### src/design/prs80_pkg.sv
// Shared constants, types and round functions for the PRESENT-80 encryption pipeline.
`timescale 1ns / 1ps
`default_nettype none
package prs80_pkg;

    localparam int NUM_ROUNDS  = 31;
    localparam int BLOCK_W     = 64;
    localparam int KEY_W       = 80;
    localparam int KEY_LOW_W   = KEY_W - BLOCK_W;
    localparam int RC_W        = 5;
    localparam int CFG_INDEX_W = 2;
    // Pipeline depth: the round stages plus the output register
    localparam int LATENCY     = NUM_ROUNDS + 1;

    // Configuration register indexes
    localparam logic [CFG_INDEX_W-1:0] REG_KEY_UPPER = 2'd0;
    localparam logic [CFG_INDEX_W-1:0] REG_KEY_LOWER = 2'd1;

    typedef logic [BLOCK_W-1:0] block_t;
    typedef logic [KEY_W-1:0]   key_t;
    typedef logic [RC_W-1:0]    round_cnt_t;

    // 4-bit S-box
    function automatic logic [3:0] sbox4(input logic [3:0] x);
        logic [3:0] y;
        unique case (x)
            4'h0: y = 4'hC;
            4'h1: y = 4'h5;
            4'h2: y = 4'h6;
            4'h3: y = 4'hB;
            4'h4: y = 4'h9;
            4'h5: y = 4'h0;
            4'h6: y = 4'hA;
            4'h7: y = 4'hD;
            4'h8: y = 4'h3;
            4'h9: y = 4'hE;
            4'hA: y = 4'hF;
            4'hB: y = 4'h8;
            4'hC: y = 4'h4;
            4'hD: y = 4'h7;
            4'hE: y = 4'h1;
            4'hF: y = 4'h2;
            default: y = 4'h0;
        endcase
        return y;
    endfunction

    // Apply the S-box to all sixteen nibbles
    function automatic block_t s_layer(input block_t x);
        block_t y;
        for (int n = 0; n < BLOCK_W / 4; n++) begin
            y[4*n +: 4] = sbox4(x[4*n +: 4]);
        end
        return y;
    endfunction

    // Bit permutation: bit i moves to 16*i mod 63, bit 63 stays.
    // Destination is the index with its two low bits moved to the top.
    function automatic block_t p_layer(input block_t x);
        block_t     y;
        logic [5:0] src;
        for (int i = 0; i < BLOCK_W; i++) begin
            src = 6'(i);
            y[{src[1:0], src[5:2]}] = x[i];
        end
        return y;
    endfunction

    // One step of the key schedule: rotate left 61, S-box top nibble, add counter
    function automatic key_t key_update(input key_t k, input round_cnt_t rc);
        key_t r;
        r = {k[18:0], k[KEY_W-1:19]};
        r[KEY_W-1 -: 4] = sbox4(r[KEY_W-1 -: 4]);
        r[19:15] = r[19:15] ^ rc;
        return r;
    endfunction

endpackage
`default_nettype wire

### src/design/prs80_round_stage.sv
// One registered PRESENT-80 round with its key schedule step.
`timescale 1ns / 1ps
`default_nettype none
module prs80_round_stage
    import prs80_pkg::*;
(
    input  wire logic       clk,
    input  wire logic       rst_n,
    input  wire logic       in_valid,
    input  wire block_t     in_state,
    input  wire key_t       in_key,
    input  wire round_cnt_t rc,
    output logic            out_valid,
    output block_t          out_state,
    output key_t            out_key
);

    logic   valid_reg;
    block_t state_reg;
    block_t state_next;
    key_t   key_reg;
    key_t   key_next;

    // Add round key, substitute, permute; advance the key register
    always_comb
    begin
        state_next = p_layer(s_layer(in_state ^ in_key[KEY_W-1 -: BLOCK_W]));
        key_next   = key_update(in_key, rc);
    end

    // Carry the valid bit down the pipeline
    always_ff @(posedge clk or negedge rst_n)
    begin
        if (!rst_n)
        begin
            valid_reg <= 1'b0;
        end
        else
        begin
            valid_reg <= in_valid;
        end
    end

    // Load payload only for a live transaction
    always_ff @(posedge clk)
    begin
        if (in_valid)
        begin
            state_reg <= state_next;
            key_reg   <= key_next;
        end
    end

    assign out_valid = valid_reg;
    assign out_state = state_reg;
    assign out_key   = key_reg;

endmodule
`default_nettype wire

### config.mk
export PLATFORM = sky130hd
export DESIGN_NAME = prs80_round_stage
export DESIGN_NICKNAME = d
export VERILOG_FILES = /design/src/design/prs80_pkg.sv /design/src/design/prs80_round_stage.sv
export SDC_FILE = /design/constraint.sdc
export NUM_CORES = 1
export LEC_CHECK = 0
export ABC_AREA = 1
export BUFFER_PORTS_ARGS = -buffer_cell sky130_fd_sc_hd__buf_2
export CAP_MARGIN = 10
export CORE_MARGIN = 4
export CORE_UTILIZATION = 35
export DETAILED_ROUTE_END_ITERATION = 8
export GPL_TIMING_DRIVEN = 0
export PLACE_DENSITY = 0.55
export SLEW_MARGIN = 20
export SYNTH_ARGS = -nofsm -noshare
export SYNTH_HDL_FRONTEND = slang
export SYNTH_SLANG_ARGS = --single-unit
### constraint.sdc
create_clock -name clk -period 0.8 [get_ports clk]
set_clock_uncertainty 0.05 [all_clocks]
set_input_delay 0.12 -clock clk [delete_from_list [all_inputs] [get_ports clk]]
set_output_delay 0.12 -clock clk [all_outputs]
set_load 0.01 [all_outputs]
Word level (Yosys, flattened, before mapping)
Memories as Yosys holds them, arrays and structs flattened. A register that Yosys moved wholly into a read port is not among the register bits.
Index checks and enable logic that the tools add are counted.
{"block": "totals", "reg_bits": 81, "romBits": 1088, "inputBits": 152, "output_inout_bits": 145, "memories": 17}
{"memory": "(no name shown)", "words": 16, "word_bits": 4, "read_ports": 1, "rd_clocked_by_memory_dff": 1, "wr": 0, "line": "prs80_pkg.sv:26", "text": "unique case (x)"}
{"memory": "(no name shown)", "words": 16, "word_bits": 4, "read_ports": 1, "rd_clocked_by_memory_dff": 1, "wr": 0, "line": "prs80_pkg.sv:26"}
{"memory": "(no name shown)", "words": 16, "word_bits": 4, "read_ports": 1, "rd_clocked_by_memory_dff": 1, "wr": 0, "line": "prs80_pkg.sv:26"}
{"memory": "(no name shown)", "words": 16, "word_bits": 4, "read_ports": 1, "rd_clocked_by_memory_dff": 1, "wr": 0, "line": "prs80_pkg.sv:26"}
{"memory": "(no name shown)", "words": 16, "word_bits": 4, "read_ports": 1, "rd_clocked_by_memory_dff": 1, "wr": 0, "line": "prs80_pkg.sv:26"}
{"memory": "(no name shown)", "words": 16, "word_bits": 4, "read_ports": 1, "rd_clocked_by_memory_dff": 1, "wr": 0, "line": "prs80_pkg.sv:26"}
{"memory": "+11 memories"}
{"block": "classes", "bitwise_logic": 2}
{"op": "XOR 64 bit", "n": 1}
{"op": "XOR 5 bit", "n": 1}

Logic depth before layout (Yosys ltp)
{"block": "depth", "depth_word": 1, "ltp_mapped": 9, "ltp_nobuf": 9}

Worst setup path before layout
No wires, ideal clock.
{"block": "synth_timing", "path_type": "input to register", "from": "input in_state[9]", "to": "register state_reg[50], in the netlist out_state[50], data pin", "setup_time_ns": 0.252, "arrival_ns": 0.960, "setup_slack_ns": -0.462, "stages": 9, "path_buffers": 0, "path_cell_list": "nand2_1 -> inv_1 -> nor2_1 -> inv_1 -> ha_1 -> inv_1 -> nand2_1 -> nand3_1 -> nand2_1"}
{"block": "synth_between", "elab_chain_cells": 1}
{"item": "start, declared", "line": "prs80_round_stage.sv:10", "text": "input wire block_t in_state,"}
{"item": "XOR 64 bit", "line": "prs80_round_stage.sv:27", "text": "state_next = p_layer(s_layer(in_state ^ in_key[KEY_W-1 -: BLOCK_W]));"}
{"item": "end, declared", "line": "prs80_round_stage.sv:19", "text": "block_t state_reg;"}
No other way between the ends.
A chain may end at the register's enable or synchronous reset.

Worst setup path in the final report
{"block": "layout_timing", "from": "register state_reg[49], in the netlist out_state[49]", "to": "output out_state[49]"}
{"item": "end, declared", "line": "prs80_round_stage.sv:14", "text": "output block_t out_state,"}
No word-level cell between the ends.

==> results.cfg <==
[worst_setup_path]
path_max_fanout = 1
cp_data_required_time_ps = 630
slowest_stage = edfxtp_1
endpoint_kind = output pin
cpLargestDelayFamily = flip-flops
arrival_ps = 990
crit_chain = buf_6
start_kind = register
worst-path-stages = 1
critPathBufInv = 1
slowest_delay_ps = 430
worstSetupPathType = register to output pin

[sta]
fin_crit_ps = 1160
setup_viol = 165
slew_viol_final = 0
timing.fmax_ghz = 0.860
tns_ps = -43980
fin_hold_ws_ps = -6.85
period_share = 1.45
worst_pin_slew_ps = 380
setup_slack_ps = -363
rsz0062_at_grt = true
finalHoldViolCount = 1
slew_headroom = 0.745

[clock_tree]
clockRootBuffer = clkbuf_16
cts_hold_buf = 79
cts_tree = built
clk_path_buf_depth = 2
htree_levels = 4
cts_sinks = 145
cts_buffers = 17
clk_pin_slew_ps = 60

[run_status]
status = complete, but fails checks
violations = negative hold slack, negative setup slack

[detailed_routing]
routed_via_density = 4.40
num_vias = 8088
drt_iter0_drc = 302
first_pass_iters = 5
finalWirelength_mm = 23.5
drtAntennaViolNets = 0
wl_per_cell_um = 12.8
drc_errors = 0

[layout]
nNetsFinal = 1707
postLayoutCoreUtil = 0.599
layout-drive-gt1-share = 0.463
final_cell_mix = nand2_1, buf_2, edfxtp_1
syn2layout_area_growth_pct = 68.8
final_common_cell = nand2_1
instances_no_fill = 1840

[die]
core-area_sq_um = 24200
dieHeight_um = 165
die-area_sq_um = 27200
rows = 57
initial_core_util = 0.355
io_pins = 297
die_x_um = 165

[power]
vdd_drop_max_v = 0.00113
p_leak_nw = 7.04
p_per_area_nw_per_um2 = 1660
seq_power_share = 0.396
power_frac_clock = 0.312
pwr-share-comb = 0.292
p_sw_w = 0.00753
internal-power_w = 0.0166
p_sw_frac = 0.312

[synthesis]
synth_top_area_cell = edfxtp_1
synth_xor_area_frac = 0.0358
syn_avg_cell_area_sq_um = 8.14
synth.area.mux_share = 0
synth_fa_ha_area_frac = 0.0770
synth_top_family_by_area = simple AND/OR/NAND/NOR gates
seq_area_frac_synth = 0.505
synth_cells = 1058
synth_top_area_share = 0.502
yosys_warnings = 0
yosys.area_share.simple = 0.298
ys_types = 21
synth-seq-cells = 145
synth_area_sq_um = 8610
synth_compound_area_frac = 0.00741
synth_area_leaders = edfxtp_1, nand2_1, ha_1
syn_nets = 1263

[global_routing]
grt_pass1_wl_mm = 36.6
overflow = 0
grtUsageTotal = 0.169
grt_pass1_vias = 7736
antenna_found_initial = 2
grt_max_degree = 73

[worst_hold_path]
hp-class = input pin to register
holdPathStages = 2

[place]
placed_cells = 1679
dp_hpwl_mm = 16.6
portBuffers = 296
place.gp.congestion = 0.827
place_ws_ps = -635

[job]
cap_violations = 0
-- stage by stage --
step	hold slack (ps)	cell area, sq um	power, W
6_report	-6.85	14500	0.0241
5_1_grt	-27.9	14500	0.0257
4_1_cts	-24.3	13800	0.0239
3_5_place_dp	-154	11900	0.0155
3_3_place_gp	-155	11800	0.0154
2_1_floorplan	-226	9940	0.0132
-- layer usage --
| metal | part of all wire | wire length, um | track usage | up-vias |
|---|---|---|---|---|
| met5 | 0.00034 | 8 | 0 | - |
| met4 | 0.016 | 370 | 0.0488 | 2 |
| met3 | 0.082 | 1940 | 0.0571 | 22 |
| met2 | 0.50 | 11700 | 0.298 | 217 |
| met1 | 0.40 | 9530 | 0.195 | 3652 |
| li1 | - | - | - | 4195 |
-- timing repair --
item	4_1_cts	5_1_grt
pin swaps	41	89
setup buffers	24	23
gates cloned	1	1
setup endpoints to repair	271	238
endpoints found under the hold margin	78	5
gates resized for setup	105	167
-- path summary, 6_finish.rpt --
kind                                 end          start
worst max-delay path       out_state[49]  out_state[49]
worst min-delay path         out_key[18]     in_key[37]
max in group asynchronous      out_valid          rst_n
min in group asynchronous      out_valid          rst_n
-- synthesized netlist by cell type --
cell,count
dfrtp_1,1
nor2_4,1
inv_2,1
nor2_1,64
xnor2_4,1
edfxtp_1,144
or2_0,1
xnor2_1,1
xor2_1,5
inv_1,171
ha_1,53
o2bb2ai_1,1
nand2_2,3
nand3_1,67
buf_6,1
a211oi_1,2
nand2_1,518
a21oi_1,2
nand2_4,1
o21ai_0,6
xnor2_2,14
-- state kept, by name, summed over array words and instances, names as in the netlist --
register,count
out_key,80
out_state,64
out_valid,1
-- power groups by stage --
stage	logic [W]	registers [W]	clock network [W]
2_1_floorplan	0.00302	0.0102	0
3_3_place_gp	0.00572	0.00973	0
3_5_place_dp	0.00581	0.00971	0
4_1_cts	0.00651	0.00956	0.00782
5_1_grt	0.00788	0.00963	0.00817
6_report	0.00705	0.00957	0.00752
-- area by class of cell --
cell class | count | area [sq um]
fillers | 2114 | 9720
multi-input cells | 740 | 5130
flip-flops and latches | 145 | 4350
repair buffers | 425 | 3200
inverters | 172 | 881
clock buffers | 17 | 425
well taps | 324 | 405
clock inverters | 15 | 124
plain buffers | 1 | 11.3
diodes | 1 | 2.50
-- kinds of logic (layout without fill, tap and decap cells) --
family	after synthesis	count (layout)
compound gates	11	11
other cells	0	1
xor+xnor	21	21
buf+inv	173	630
fa+ha+maj	53	53
flops	145	145
simple gates	655	655
Power figures use the tool's default switching activity.
